==> src/rtl/psm_pkg.sv <==
// ----------------------------------------------------------------------------
// psm_pkg
// Shared types, command and status codes, and default sizes for the pose
// sequence matcher.
// ----------------------------------------------------------------------------
package psm_pkg;

    localparam int MAX_TEMPLATES_DEF = 8;
    localparam int HISTORY_DEPTH_DEF = 8;

    localparam int POSE_W     = 8;
    localparam int ENTRY_W    = POSE_W + 1;
    localparam int CMD_W      = 2;
    localparam int STAT_W     = 2;
    localparam int OUT_DATA_W = 16;

    localparam logic [CMD_W-1:0] CMD_APPEND = 2'd0;
    localparam logic [CMD_W-1:0] CMD_PUSH   = 2'd1;
    localparam logic [CMD_W-1:0] CMD_CLEAR  = 2'd2;
    localparam logic [CMD_W-1:0] CMD_QUERY  = 2'd3;

    localparam logic [STAT_W-1:0] STAT_OK   = 2'd0;
    localparam logic [STAT_W-1:0] STAT_FULL = 2'd1;
    localparam logic [STAT_W-1:0] STAT_LONG = 2'd2;

    // template memory word: end marker above the pose code
    localparam logic [ENTRY_W-1:0] ENTRY_END = {1'b1, {POSE_W{1'b0}}};

    typedef struct packed {
        logic              push;
        logic              clear;
        logic [POSE_W-1:0] pose;
    } hist_cmd_t;

    typedef struct packed {
        logic load;
        logic step;
    } scan_ctrl_t;

endpackage

==> src/rtl/psm_ram.sv <==
// ----------------------------------------------------------------------------
// psm_ram
// Generic single-port synchronous RAM with registered read data.
// ----------------------------------------------------------------------------
module psm_ram #(
    parameter int WIDTH = 8,
    parameter int DEPTH = 64
) (
    input  logic                     clk,
    input  logic                     we,
    input  logic [$clog2(DEPTH)-1:0] addr,
    input  logic [WIDTH-1:0]         wdata,
    output logic [WIDTH-1:0]         rdata
);

    logic [WIDTH-1:0] mem [DEPTH];

    always_ff @(posedge clk)
    begin
        if (we)
        begin
            mem[addr] <= wdata;
        end
        rdata <= mem[addr];
    end

endmodule

==> src/rtl/psm_hist.sv <==
// ----------------------------------------------------------------------------
// psm_hist
// Pose history: packed from slot 0 upward with a fill count; a push into a
// full history drops the oldest pose.
// ----------------------------------------------------------------------------
module psm_hist
    import psm_pkg::*;
#(
    parameter int HISTORY_DEPTH = HISTORY_DEPTH_DEF,
    parameter int CW            = $clog2(HISTORY_DEPTH + 1)
) (
    input  logic                                  clk,
    input  logic                                  rst_n,
    input  hist_cmd_t                             cmd,
    output logic [HISTORY_DEPTH-1:0][POSE_W-1:0]  hist,
    output logic [CW-1:0]                         hist_cnt
);

    logic [HISTORY_DEPTH-1:0][POSE_W-1:0] hist_reg;
    logic [CW-1:0]                        cnt_reg;
    logic [CW-1:0]                        cnt_next;
    logic                                 push_ok;
    logic                                 full;

    assign push_ok = cmd.push && (cmd.pose != '0);
    assign full    = (cnt_reg == CW'(HISTORY_DEPTH));

    always_comb
    begin
        cnt_next = cnt_reg;
        if (cmd.clear)
        begin
            cnt_next = '0;
        end
        else if (push_ok && !full)
        begin
            cnt_next = cnt_reg + 1'b1;
        end
    end

    always_ff @(posedge clk or negedge rst_n)
    begin
        if (!rst_n)
        begin
            cnt_reg <= '0;
        end
        else
        begin
            cnt_reg <= cnt_next;
        end
    end

    always_ff @(posedge clk)
    begin
        if (push_ok)
        begin
            if (full)
            begin
                hist_reg <= {cmd.pose, hist_reg[HISTORY_DEPTH-1:1]};
            end
            else
            begin
                for (int i = 0; i < HISTORY_DEPTH; i++)
                begin
                    if (CW'(i) == cnt_reg)
                    begin
                        hist_reg[i] <= cmd.pose;
                    end
                end
            end
        end
    end

    assign hist     = hist_reg;
    assign hist_cnt = cnt_reg;

endmodule

==> src/rtl/psm_scan.sv <==
// ----------------------------------------------------------------------------
// psm_scan
// Offset lanes for one template: a window of the history shifts by one pose
// per template entry read, and each lane keeps whether its offset still
// agrees. The best offset of the template is the lowest surviving lane.
// ----------------------------------------------------------------------------
module psm_scan
    import psm_pkg::*;
#(
    parameter int HISTORY_DEPTH = HISTORY_DEPTH_DEF,
    parameter int CW            = $clog2(HISTORY_DEPTH + 1)
) (
    input  logic                                  clk,
    input  logic                                  rst_n,
    input  scan_ctrl_t                            ctrl,
    input  logic [HISTORY_DEPTH-1:0][POSE_W-1:0]  hist,
    input  logic [CW-1:0]                         hist_cnt,
    input  logic [ENTRY_W-1:0]                    rd_entry,
    output logic                                  hit,
    output logic [CW-1:0]                         hit_level
);

    localparam int IW = $clog2(HISTORY_DEPTH);

    logic [HISTORY_DEPTH-1:0][POSE_W-1:0] win_reg;
    logic [HISTORY_DEPTH-1:0]             vld_reg;
    logic [HISTORY_DEPTH-1:0]             alive_reg;
    logic [HISTORY_DEPTH-1:0]             mask_reg;
    logic [CW-1:0]                        cnt_reg;
    logic [HISTORY_DEPTH-1:0]             mask_next;
    logic [HISTORY_DEPTH-1:0]             alive_next;
    logic [HISTORY_DEPTH-1:0]             cand;
    logic [HISTORY_DEPTH-1:0]             low;
    logic [IW-1:0]                        low_idx;

    always_comb
    begin
        for (int o = 0; o < HISTORY_DEPTH; o++)
        begin
            mask_next[o] = (CW'(o) < hist_cnt);
        end
    end

    always_comb
    begin
        alive_next = alive_reg;
        for (int o = 0; o < HISTORY_DEPTH; o++)
        begin
            if (vld_reg[o] &&
                (rd_entry[ENTRY_W-1] || (rd_entry[POSE_W-1:0] != win_reg[o])))
            begin
                alive_next[o] = 1'b0;
            end
        end
    end

    always_ff @(posedge clk or negedge rst_n)
    begin
        if (!rst_n)
        begin
            vld_reg   <= '0;
            alive_reg <= '0;
            mask_reg  <= '0;
            cnt_reg   <= '0;
        end
        else if (ctrl.load)
        begin
            vld_reg   <= mask_next;
            alive_reg <= '1;
            mask_reg  <= mask_next;
            cnt_reg   <= hist_cnt;
        end
        else if (ctrl.step)
        begin
            vld_reg   <= {1'b0, vld_reg[HISTORY_DEPTH-1:1]};
            alive_reg <= alive_next;
        end
    end

    always_ff @(posedge clk)
    begin
        if (ctrl.load)
        begin
            win_reg <= hist;
        end
        else if (ctrl.step)
        begin
            win_reg <= {{POSE_W{1'b0}}, win_reg[HISTORY_DEPTH-1:1]};
        end
    end

    assign cand = alive_reg & mask_reg;
    assign low  = cand & (~cand + HISTORY_DEPTH'(1));

    always_comb
    begin
        low_idx = '0;
        for (int o = 0; o < HISTORY_DEPTH; o++)
        begin
            low_idx = low_idx | (low[o] ? IW'(o) : '0);
        end
    end

    assign hit       = |cand;
    assign hit_level = cnt_reg - CW'(low_idx);

endmodule

==> src/rtl/pose_sequence_matcher.sv <==
// ----------------------------------------------------------------------------
// pose_sequence_matcher
// Template pose table in a synchronous RAM, a sliding pose history, and a
// sequencer that scores every template at every history offset on query.
// ----------------------------------------------------------------------------
// One beat is processed at a time. Append, push and clear go from the execute
// state to the done state, which registers the result beat once the output is
// free; an append that closes a template shorter than HISTORY_DEPTH first writes
// an end marker. A query reads the template RAM one entry per cycle while all
// offsets are checked in parallel lanes, loading, stepping and evaluating each
// stored template in turn. A new beat is taken while the previous result still
// waits on the output register.
module pose_sequence_matcher
    import psm_pkg::*;
#(
    parameter int MAX_TEMPLATES = MAX_TEMPLATES_DEF,
    parameter int HISTORY_DEPTH = HISTORY_DEPTH_DEF
) (
    input  logic                  clk,
    input  logic                  rst_n,
    input  logic                  s_tvalid,
    output logic                  s_tready,
    input  logic [7:0]            s_tdata,   // pose_value[7:0]
    input  logic [1:0]            s_tuser,   // command[1:0]
    input  logic                  s_tlast,   // last_entry
    output logic                  m_tvalid,
    input  logic                  m_tready,
    output logic [OUT_DATA_W-1:0] m_tdata    // status[1:0], match_found[2],
                                             // match_template[5:3],
                                             // match_level[9:6], zero[15:10]
);

    localparam int DEPTH = MAX_TEMPLATES * HISTORY_DEPTH;
    localparam int AW    = $clog2(DEPTH);
    localparam int CW    = $clog2(HISTORY_DEPTH + 1);
    localparam int NW    = $clog2(MAX_TEMPLATES + 1);

    localparam logic [2:0] ST_IDLE  = 3'd0;
    localparam logic [2:0] ST_EXEC  = 3'd1;
    localparam logic [2:0] ST_MARK  = 3'd2;
    localparam logic [2:0] ST_SLOAD = 3'd3;
    localparam logic [2:0] ST_SRUN  = 3'd4;
    localparam logic [2:0] ST_SEVAL = 3'd5;
    localparam logic [2:0] ST_DONE  = 3'd6;

    logic [2:0]            state_reg,     state_next;
    logic [CMD_W-1:0]      cmd_reg,       cmd_next;
    logic [POSE_W-1:0]     pose_reg,      pose_next;
    logic                  last_reg,      last_next;
    logic [NW-1:0]         tcount_reg,    tcount_next;
    logic [CW-1:0]         load_pos_reg,  load_pos_next;
    logic [AW:0]           load_base_reg, load_base_next;
    logic [AW-1:0]         mark_addr_reg, mark_addr_next;
    logic [AW-1:0]         scan_base_reg, scan_base_next;
    logic [CW-1:0]         p_reg,         p_next;
    logic [NW-1:0]         t_idx_reg,     t_idx_next;
    logic [STAT_W-1:0]     status_reg,    status_next;
    logic [CW-1:0]         best_lvl_reg,  best_lvl_next;
    logic [NW-1:0]         best_t_reg,    best_t_next;
    logic                  m_valid_reg,   m_valid_next;
    logic [OUT_DATA_W-1:0] m_data_reg,    m_data_next;

    logic                  ram_we;
    logic [AW-1:0]         ram_addr;
    logic [ENTRY_W-1:0]    ram_wdata;
    logic [ENTRY_W-1:0]    ram_rdata;

    hist_cmd_t                            hist_cmd;
    scan_ctrl_t                           scan_ctrl;
    logic [HISTORY_DEPTH-1:0][POSE_W-1:0] hist;
    logic [CW-1:0]                        hist_cnt;
    logic                                 hit;
    logic [CW-1:0]                        hit_level;

    logic                  in_beat;
    logic                  out_free;
    logic                  full;
    logic [CW-1:0]         pos_new;
    logic [CW+3:0]         lvl_ext;
    logic [NW+2:0]         tpl_ext;

    assign in_beat  = s_tvalid && s_tready;
    assign out_free = !m_valid_reg || m_tready;
    assign full     = (tcount_reg == NW'(MAX_TEMPLATES));
    assign lvl_ext  = {4'b0000, best_lvl_reg};
    assign tpl_ext  = {3'b000, best_t_reg};

    always_comb
    begin
        state_next     = state_reg;
        cmd_next       = cmd_reg;
        pose_next      = pose_reg;
        last_next      = last_reg;
        tcount_next    = tcount_reg;
        load_pos_next  = load_pos_reg;
        load_base_next = load_base_reg;
        mark_addr_next = mark_addr_reg;
        scan_base_next = scan_base_reg;
        p_next         = p_reg;
        t_idx_next     = t_idx_reg;
        status_next    = status_reg;
        best_lvl_next  = best_lvl_reg;
        best_t_next    = best_t_reg;
        m_valid_next   = m_valid_reg;
        m_data_next    = m_data_reg;
        ram_we         = 1'b0;
        ram_addr       = scan_base_reg + AW'(p_reg);
        ram_wdata      = {1'b0, pose_reg};
        hist_cmd       = '0;
        hist_cmd.pose  = pose_reg;
        scan_ctrl      = '0;
        pos_new        = load_pos_reg;

        if (m_valid_reg && m_tready)
        begin
            m_valid_next = 1'b0;
        end

        unique case (state_reg)
            ST_IDLE:
            begin
                if (in_beat)
                begin
                    cmd_next   = s_tuser;
                    pose_next  = s_tdata;
                    last_next  = s_tlast;
                    state_next = ST_EXEC;
                end
            end
            ST_EXEC:
            begin
                status_next   = STAT_OK;
                best_lvl_next = '0;
                best_t_next   = '0;
                state_next    = ST_DONE;
                unique case (cmd_reg)
                    CMD_APPEND:
                    begin
                        if (load_pos_reg < CW'(HISTORY_DEPTH))
                        begin
                            if (!full)
                            begin
                                ram_we   = 1'b1;
                                ram_addr = AW'(load_base_reg) + AW'(load_pos_reg);
                            end
                            pos_new = load_pos_reg + 1'b1;
                        end
                        else
                        begin
                            status_next = STAT_LONG;
                        end
                        load_pos_next = pos_new;
                        if (last_reg)
                        begin
                            load_pos_next = '0;
                            if (full)
                            begin
                                status_next = STAT_FULL;
                            end
                            else
                            begin
                                tcount_next    = tcount_reg + 1'b1;
                                load_base_next = load_base_reg + (AW + 1)'(HISTORY_DEPTH);
                                if (pos_new < CW'(HISTORY_DEPTH))
                                begin
                                    mark_addr_next = AW'(load_base_reg) + AW'(pos_new);
                                    state_next     = ST_MARK;
                                end
                            end
                        end
                    end
                    CMD_PUSH:
                    begin
                        hist_cmd.push = 1'b1;
                    end
                    CMD_CLEAR:
                    begin
                        hist_cmd.clear = 1'b1;
                    end
                    CMD_QUERY:
                    begin
                        scan_base_next = '0;
                        p_next         = '0;
                        t_idx_next     = '0;
                        if (tcount_reg != '0)
                        begin
                            state_next = ST_SLOAD;
                        end
                    end
                    default:
                    begin
                        state_next = ST_DONE;
                    end
                endcase
            end
            ST_MARK:
            begin
                ram_we     = 1'b1;
                ram_addr   = mark_addr_reg;
                ram_wdata  = ENTRY_END;
                state_next = ST_DONE;
            end
            ST_SLOAD:
            begin
                scan_ctrl.load = 1'b1;
                p_next         = p_reg + 1'b1;
                state_next     = ST_SRUN;
            end
            ST_SRUN:
            begin
                scan_ctrl.step = 1'b1;
                if (p_reg < CW'(HISTORY_DEPTH))
                begin
                    p_next = p_reg + 1'b1;
                end
                else
                begin
                    state_next = ST_SEVAL;
                end
            end
            ST_SEVAL:
            begin
                if (hit && (hit_level >= best_lvl_reg))
                begin
                    best_lvl_next = hit_level;
                    best_t_next   = t_idx_reg;
                end
                if ((t_idx_reg + 1'b1) == tcount_reg)
                begin
                    state_next = ST_DONE;
                end
                else
                begin
                    t_idx_next     = t_idx_reg + 1'b1;
                    scan_base_next = scan_base_reg + AW'(HISTORY_DEPTH);
                    p_next         = '0;
                    state_next     = ST_SLOAD;
                end
            end
            ST_DONE:
            begin
                if (out_free)
                begin
                    m_valid_next = 1'b1;
                    m_data_next  = {6'b000000, lvl_ext[3:0], tpl_ext[2:0],
                                    (best_lvl_reg != '0), status_reg};
                    state_next   = ST_IDLE;
                end
            end
            default:
            begin
                state_next = ST_IDLE;
            end
        endcase
    end

    always_ff @(posedge clk or negedge rst_n)
    begin
        if (!rst_n)
        begin
            state_reg     <= ST_IDLE;
            tcount_reg    <= '0;
            load_pos_reg  <= '0;
            load_base_reg <= '0;
            scan_base_reg <= '0;
            p_reg         <= '0;
            t_idx_reg     <= '0;
            m_valid_reg   <= 1'b0;
        end
        else
        begin
            state_reg     <= state_next;
            tcount_reg    <= tcount_next;
            load_pos_reg  <= load_pos_next;
            load_base_reg <= load_base_next;
            scan_base_reg <= scan_base_next;
            p_reg         <= p_next;
            t_idx_reg     <= t_idx_next;
            m_valid_reg   <= m_valid_next;
        end
    end

    always_ff @(posedge clk)
    begin
        cmd_reg       <= cmd_next;
        pose_reg      <= pose_next;
        last_reg      <= last_next;
        mark_addr_reg <= mark_addr_next;
        status_reg    <= status_next;
        best_lvl_reg  <= best_lvl_next;
        best_t_reg    <= best_t_next;
        m_data_reg    <= m_data_next;
    end

    psm_ram #(
        .WIDTH (ENTRY_W),
        .DEPTH (DEPTH)
    ) u_tmpl_ram (
        .clk   (clk),
        .we    (ram_we),
        .addr  (ram_addr),
        .wdata (ram_wdata),
        .rdata (ram_rdata)
    );

    psm_hist #(
        .HISTORY_DEPTH (HISTORY_DEPTH),
        .CW            (CW)
    ) u_hist (
        .clk      (clk),
        .rst_n    (rst_n),
        .cmd      (hist_cmd),
        .hist     (hist),
        .hist_cnt (hist_cnt)
    );

    psm_scan #(
        .HISTORY_DEPTH (HISTORY_DEPTH),
        .CW            (CW)
    ) u_scan (
        .clk       (clk),
        .rst_n     (rst_n),
        .ctrl      (scan_ctrl),
        .hist      (hist),
        .hist_cnt  (hist_cnt),
        .rd_entry  (ram_rdata),
        .hit       (hit),
        .hit_level (hit_level)
    );

    assign s_tready = (state_reg == ST_IDLE);
    assign m_tvalid = m_valid_reg;
    assign m_tdata  = m_data_reg;

`ifndef SYNTHESIS
    a_tcount_max: assert property (@(posedge clk) disable iff (!rst_n)
        tcount_reg <= NW'(MAX_TEMPLATES))
        else $error("template count beyond table size");

    a_load_pos_max: assert property (@(posedge clk) disable iff (!rst_n)
        load_pos_reg <= CW'(HISTORY_DEPTH))
        else $error("load position beyond history depth");

    a_ram_write_state: assert property (@(posedge clk) disable iff (!rst_n)
        ram_we |-> (state_reg == ST_EXEC || state_reg == ST_MARK))
        else $error("template memory written outside append");

    a_beat_to_exec: assert property (@(posedge clk) disable iff (!rst_n)
        in_beat |=> (state_reg == ST_EXEC))
        else $error("accepted beat not executed");

    a_scan_in_range: assert property (@(posedge clk) disable iff (!rst_n)
        (state_reg == ST_SEVAL) |-> (t_idx_reg < tcount_reg))
        else $error("scan past stored templates");
`endif

endmodule
==> config.mk <==
export PLATFORM = sky130hd
export DESIGN_NAME = pose_sequence_matcher
export DESIGN_NICKNAME = d
export VERILOG_FILES = /design/src/rtl/psm_pkg.sv /design/src/rtl/psm_ram.sv /design/src/rtl/psm_hist.sv /design/src/rtl/psm_scan.sv /design/src/rtl/pose_sequence_matcher.sv
export SDC_FILE = /design/constraint.sdc
export NUM_CORES = 1
export LEC_CHECK = 0
export BUFFER_PORTS_ARGS = -buffer_cell sky130_fd_sc_hd__clkbuf_2
export CORE_MARGIN = 2
export CORE_UTILIZATION = 28
export DETAILED_ROUTE_END_ITERATION = 8
export GPL_TIMING_DRIVEN = 0
export PLACE_DENSITY = 0.53
export SKIP_LAST_GASP = 1
export SLEW_MARGIN = 40
export SYNTH_ARGS = -nofsm -noshare
export SYNTH_HDL_FRONTEND = slang
export SYNTH_HIERARCHICAL = 1
export SYNTH_SLANG_ARGS = --single-unit
==> constraint.sdc <==
create_clock -name clk -period 3.55 [get_ports clk]
set_input_delay 0.355 -clock clk [delete_from_list [all_inputs] [get_ports clk]]
set_output_delay 0.355 -clock clk [all_outputs]
set_load 0.03 [all_outputs]
==> results.cfg, run 1 <==
[logic_synthesis]
synth_cell_types = 88
yosys_warnings = 6
synth_edf_count = 740
synth_async_sr_flop_share_pct = 7.07
synth_ff_type = edfxtp_1
syn_area_um2 = 33400
synth-seq-area-share_pct = 71.3
synthCells = 2168
ys_ff_latch = 806
avgSynthCellArea_um2 = 15.4

[sta]
finClkSkew_ns = 0.0387
tightest_slew_ns = 0.818
rsz0062_at_grt = yes
timing.hold.ws_ns = 0.147
finalSetupTns_ns = -1.20
period_share_pct = 106
finalCriticalPeriod_ns = 3.75
drv_slew = 0
finalSetupViolCount = 9
relSlewSlack_pct = 45.2
timing.fmax_mhz = 267
hold_viol_final = 0
fin_ws_ns = -0.200

[worst_setup_path]
r2r_end = u_tmpl_ram/rdata[6]$_DFF_P_
rr_startpoint = tcount_reg[0]$_DFFE_PN0P_
r2r_slack_ns = -0.20
critical_path_required_ns = 3.97
worstRegToRegCells = 15
cp-start-kind = flip-flop
crit_path_end_kind = flip-flop
path_max_fanout = 10
cp.arrival_ns = 4.17
crit_type = reg2reg
startpoint = tcount_reg[0]$_DFFE_PN0P_

[placement]
place_area_um2 = 36200
dpl.cell_count = 3758
gp_congestion = 0.964
io_buffers = 26
dp_hpwl_um = 75400

[power_and_ir_drop]
power.density_nw_per_um2 = 964
p_comb_share_pct = 48.3
power.share.sequential_pct = 30.7
p_int_uw = 24100
vdd_drop_max_uv = 540
clkPwrFrac_pct = 20.9
p_switching_uw = 17200
power_leakage_uw = 0.0145
swShare_pct = 41.6

[global_routing]
first_global_vias = 21400
grt-ovfl-total = 0
grt_start_max_net_pins = 58
grt_pass1_wl_um = 162000
antenna_found_initial = 9
grt_usage_pct = 18.7

[die]
start_util_pct = 28.3
num_rows = 126
die_w_um = 350
core_area_um2 = 118000
die_h_um = 350
die_area_um2 = 122000
ios = 33

[hold_path]
min_from = m_tready
hold_depth = 3
min_delay_worst_endpoint = m_tvalid$_DFF_PN0_
hold_path.class = in2reg

[cells_and_area]
largest_reg_flops = 576
seqCellArea_um2 = 23800
syn_to_final_growth_pct = 28.3
stdcell_area_um2 = 42900
multiInputGateArea_um2 = 10200
drive_gt1_share_pct = 29.2
nNetsFinal = 2506
fillerInstances = 11000
finalNonFillerCells = 4068

[route]
drtIter0Drc = 2966
wirelength_um = 116000
drc = 0
wl_per_cell_um = 28.6
drt_pre_antenna_iters = 6
ant_nets = 0
viasPerCell = 5.41
dr_total_vias = 22000

[clock_network]
htree_levels = 3
cts_sinks = 806
cts_tree = built
clk_pin_slew_worst_paths_ns = 0.06
worst_skew_pair.late_latency_ns = 0.67
clk_path_buf_depth = 3
cts_root_buf = clkbuf_16
cts_made_buffers = 84

[outcome]
outcome = complete, but fails checks
violations = setup timing

[job]
drv_cap = 0
[repair_timing]
item	in CTS	in global routing
hold endpoints to repair	68	0
gates cloned	6	1
hold buffers	12	0
setup buffers	133	5
endpoints found under the setup margin	585	543
resized for setup	429	39
pin swaps	108	20
[layout by cell type, fill, tap and decap left out, types with 16 or more instances in the layout]
cell type,instances
edfxtp_1,740
buf_4,104
clkbuf_16,88
a221oi_1,81
buf_12,73
nand2_1,69
nor2_4,68
a21o_1,59
a21oi_1,59
a22oi_1,57
mux2_1,56
dfrtp_1,54
nor2_1,53
xnor2_1,43
mux2i_1,39
clkbuf_2,38
xor2_1,37
o21ai_0,37
clkbuf_1,36
mux2_2,35
o21ai_1,32
inv_1,28
and2_1,28
ha_1,26
buf_6,24
buf_8,23
a221oi_2,22
nand3_1,21
a22o_1,20
clkinv_1,20
buf_2,19
o22ai_1,19
nor3_1,18
buf_16,16
[synth_stat cells, types with 6 or more instances]
| cell | instances | area, um2 |
|---|---|---|
| mux4_2 | 9 | 203 |
| clkbuf_1 | 54 | 203 |
| buf_2 | 55 | 275 |
| a221oi_1 | 109 | 955 |
| edfxtp_1 | 740 | 22200 |
| a22o_1 | 20 | 175 |
| ha_1 | 28 | 350 |
| nor4_1 | 7 | 43.8 |
| nand2b_1 | 14 | 87.6 |
| o22ai_1 | 26 | 163 |
| o211ai_1 | 6 | 45.0 |
| mux2_2 | 38 | 428 |
| dfrtp_1 | 57 | 1430 |
| o21ai_1 | 20 | 100 |
| mux2i_1 | 47 | 470 |
| a21oi_1 | 63 | 315 |
| inv_1 | 30 | 113 |
| buf_1 | 12 | 45.0 |
| a22oi_1 | 71 | 533 |
| a222oi_1 | 7 | 70.1 |
| o221ai_1 | 7 | 61.3 |
| nand4_1 | 14 | 87.6 |
| nor2_1 | 125 | 469 |
| o22a_1 | 6 | 52.6 |
| xor2_1 | 37 | 324 |
| xnor2_1 | 43 | 377 |
| a21o_1 | 59 | 443 |
| nor3_1 | 27 | 135 |
| buf_6 | 18 | 203 |
| nor4_2 | 6 | 75.1 |
| o21ai_0 | 62 | 310 |
| nand2_1 | 79 | 297 |
| a31oi_1 | 6 | 37.5 |
| dfxtp_1 | 9 | 180 |
| a221o_1 | 8 | 80.1 |
| and2_1 | 28 | 175 |
| and3_1 | 8 | 50.1 |
| nor2b_1 | 20 | 125 |
| buf_4 | 12 | 90.1 |
| mux2_1 | 58 | 653 |
| nand3_1 | 27 | 135 |
| or4_1 | 8 | 60.1 |
[worst max-delay path, stage by stage, from the launching register on]
cell and delay [ns]:
dfrtp_2 0.40, inv_2 0.07, ha_4 0.13, nand3b_1 0.13
and4b_2 0.31, nor2_4 0.17, inv_6 0.05, o21ai_2 0.32
buf_4 0.28, nor2_1 0.10, nand2_4 0.19, clkbuf_4 0.26
o22ai_1 0.14, o21a_1 0.27, a2111oi_4 0.39, nand4_1 0.31
[area by class of cell]
type / instances / area share, %
antenna: 2 / 0.0117
multi-input combinational: 1183 / 23.8
tap: 1536 / 4.48
buffer: 148 / 3.38
timing repair buffer: 204 / 6.16
sequential: 806 / 55.5
inverter: 35 / 0.332
clock inverter: 47 / 0.986
clock buffer: 107 / 5.27
[stage by stage]
step | utilization, % | power [uW] | worst slack, ns
2_1_floorplan | - | 21100 | -0.0499
3_3_place_gp | 30.0 | 28000 | -2.75
3_5_place_dp | 30.6 | 28500 | -2.44
4_1_cts | 36.0 | 40600 | -0.133
5_1_grt | 36.3 | 42400 | -0.235
6_report | 36.3 | 41400 | -0.200
[worst max path at each step]
| stage | depth (start not counted) | to | slack, ns |
|---|---|---|---|
| floorplan | 15 | u_tmpl_ram/mem[12][0]$_DFFE_PP_ | -0.05 |
| global placement | 12 | u_tmpl_ram/mem[22][8]$_DFFE_PP_ | -2.75 |
| detailed placement | 15 | u_tmpl_ram/mem[6][0]$_DFFE_PP_ | -2.44 |
| CTS | 15 | u_tmpl_ram/rdata[2]$_DFF_P_ | -0.13 |
| global route | 16 | u_tmpl_ram/rdata[6]$_DFF_P_ | -0.24 |
| finish | 15 | u_tmpl_ram/rdata[6]$_DFF_P_ | -0.20 |
[power by group through the flow]
| stage | registers [uW] | clock network, uW | logic (uW) |
|---|---|---|---|
| after floorplan | 12800 | 0 | 8210 |
| after global placement | 13000 | 0 | 14900 |
| after detailed placement | 12900 | 0 | 15600 |
| after CTS | 12700 | 8800 | 19100 |
| after global routing | 12800 | 9150 | 20400 |
| final | 12700 | 8660 | 20000 |
[cells by family after synthesis]
| logic type | after synthesis | synth area share (%) |
|---|---|---|
| xor gates and xnor gates | 82 | 2.21 |
| DFF | 806 | 71.3 |
| and+or+nand+nor | 396 | 6.00 |
| buffers and inverters | 186 | 2.84 |
| AOI/OAI and AO/OA | 514 | 11.2 |
| muxes | 154 | 5.34 |
| other | 1 | 0.0112 |
| adders and majority gates | 29 | 1.11 |
[per-layer routing]
metal  vias up  track usage (%)  share of wire (%)
li1       9142                -                  -
met1     11200             24.9                 40
met2      1348             29.2                 45
met3       308             3.91                 10
met4         4             8.73                5.1
met5         -                0              0.025
Power figures use the tool's default switching activity.
==> run 2: changes to the inputs <==
CORE_UTILIZATION = 45   (was 28)
PLACE_DENSITY = 0.72   (was 0.53)
==> run 2 against run 1 <==
Net effect:
- the run still ends with setup timing left
- non-clock buffer count increased by 21
- design area shrank 1.2%
- hold slack worse by 0.0051 ns
- sequential share of layout area rose by 0.66 points
- global-route usage up 9.7 points
- clock power down 0.7%
- critical path depth down 1
- via count up 3.2%
- total power hardly changed
- combinational power about the same
- fmax is 0.37% higher
- die area is 37% lower
- critical endpoint is now u_tmpl_ram/rdata[5]$_DFF_P_
- largest cell class unchanged
==> results.cfg, run 2 (same netlist as run 1, synthesis figures left out) <==
[outcome]
outcome = complete, but fails checks
violations = setup timing

[die]
die_area_um2 = 76500
die_h_um = 277
core_area_um2 = 73200
die_w_um = 277
start_util_pct = 45.7
num_rows = 99
ios = 33

[clock_network]
clk_pin_slew_worst_paths_ns = 0.06
worst_skew_pair.late_latency_ns = 0.66
htree_levels = 3
cts_sinks = 806
cts_made_buffers = 84
cts_tree = built
clk_path_buf_depth = 3
cts_root_buf = clkbuf_16

[sta]
period_share_pct = 105
finalCriticalPeriod_ns = 3.74
relSlewSlack_pct = 44.5
finalSetupViolCount = 9
hold_viol_final = 0
tightest_slew_ns = 0.829
finClkSkew_ns = 0.0531
fin_ws_ns = -0.186
rsz0062_at_grt = yes
timing.fmax_mhz = 268
drv_slew = 0

[route]
drt_pre_antenna_iters = 8
ant_nets = 0
wl_per_cell_um = 31.6
dr_total_vias = 22700
drc = 0
drtIter0Drc = 3841
wirelength_um = 111000
viasPerCell = 6.48

[cells_and_area]
multiInputGateArea_um2 = 10400
layout_commonest_cell = edfxtp_1
nNetsFinal = 2527
stdcell_area_um2 = 42400
largest_reg_flops = 576
fillerInstances = 5306
final_cell_mix = edfxtp_1 (740), buf_4 (129), clkbuf_16 (90)
syn_to_final_growth_pct = 26.8
seqCellArea_um2 = 23800
drive_gt1_share_pct = 31.0

[global_routing]
grt_start_max_net_pins = 39
grt-ovfl-total = 0
grt_use_met3_pct = 9.02
grt_pass1_wl_um = 156000
antenna_found_initial = 1
busiest_layer = met2
use_met1_pct = 36.0
gr-usage-met2_pct = 42.9
first_global_vias = 22400
grt_usage_pct = 28.4

[job]
drv_cap = 0

[worst_setup_path]
path_max_fanout = 10
crit_path_end_kind = flip-flop
cp.arrival_ns = 4.25
critical_path_required_ns = 4.06
cp-start-kind = flip-flop
crit_type = reg2reg

[hold_path]
hold_path.class = in2reg

[power_and_ir_drop]
vdd_drop_max_uv = 528
power.density_nw_per_um2 = 975
power_leakage_uw = 0.0147

[placement]
dp_hpwl_um = 70200
io_buffers = 26
gp_congestion = 0.976
place_area_um2 = 35400
place_ws_ns = -2.18
==> run 2: cell type report <==
cell class | instances | area share [%]
flip-flops and latches | 806 | 56.2
multi-input cells | 1183 | 24.4
repair buffers | 224 | 6.37
clock buffers | 112 | 5.43
plain buffers | 149 | 3.49
well taps | 959 | 2.83
clock inverters | 40 | 0.885
inverters | 35 | 0.336
diodes | 2 | 0.0118
==> run 2: final timing paths <==
| check | start | endpoint | slack (ns) | depth (start not counted) |
|---|---|---|---|---|
| worst max register to register | state_reg[2]$_DFFE_PN0P_ | u_tmpl_ram/rdata[5]$_DFF_P_ | -0.19 | 14 |
| worst min register to register | best_t_reg[1]$_SDFFCE_PN0P_ | m_tdata[4]$_DFFE_PP_ | 0.42 | 0 |
| worst min-delay path | m_tready | m_tvalid$_DFF_PN0_ | 0.14 | 3 |
| min in group asynchronous | rst_n | p_reg[1]$_DFFE_PN0P_ | 0.19 | 2 |
| max in group asynchronous | rst_n | state_reg[1]$_DFFE_PN0P_ | 2.82 | 3 |
| worst max-delay path | state_reg[2]$_DFFE_PN0P_ | u_tmpl_ram/rdata[5]$_DFF_P_ | -0.19 | 14 |
==> run 2: stage by stage <==
step	setup TNS [ns]	cells	util (%)	hold WS (ns)	total power [uW]
finish	-0.840	3510	57.9	0.142	41300
global route	-1.25	3508	57.9	0.148	42200
CTS	-0.179	3473	56.8	0.101	39500
detailed placement	-1095.06	3179	48.4	0.303	27600
global placement	-2272.17	3159	47.5	0.402	27000
floorplan	-14.36	2174	-	0.0594	21100
==> run 2: worst max-delay path, stage by stage, from the launching register on <==
cell and delay [ns]:
dfrtp_1 0.40, buf_6 0.14, nor3b_4 0.23, and4b_2 0.36, buf_6 0.13, a22oi_2 0.05, nand2_2 0.16, buf_8 0.15
nor2_1 0.06, clkbuf_2 0.40, a221oi_1 0.51, nor2_1 0.11, o21ai_2 0.21, nand4_1 0.17, or4_4 0.53
==> run 2: power by group <==
group	internal [uW]	switching, uW	leakage, uW	total [uW]
logic	7350	12700	0.00587	20000
registers	12200	575	0.00753	12700
clock network	4880	3720	0.00131	8600
==> run 2: layer usage <==
layer,wire (um),vias to the layer above
met2,49200,1787
met1,39500,11300
met5,0,-
met3,14800,428
met4,7420,0
li1,-,9174
==> run 2: repair_timing <==
action	CTS	global route
gates resized for setup	451	98
pin swaps	105	49
hold buffers	12	0
buffers inserted	125	35
endpoints found under the hold margin	68	0
endpoints found under the setup margin	585	584
gates cloned	7	1
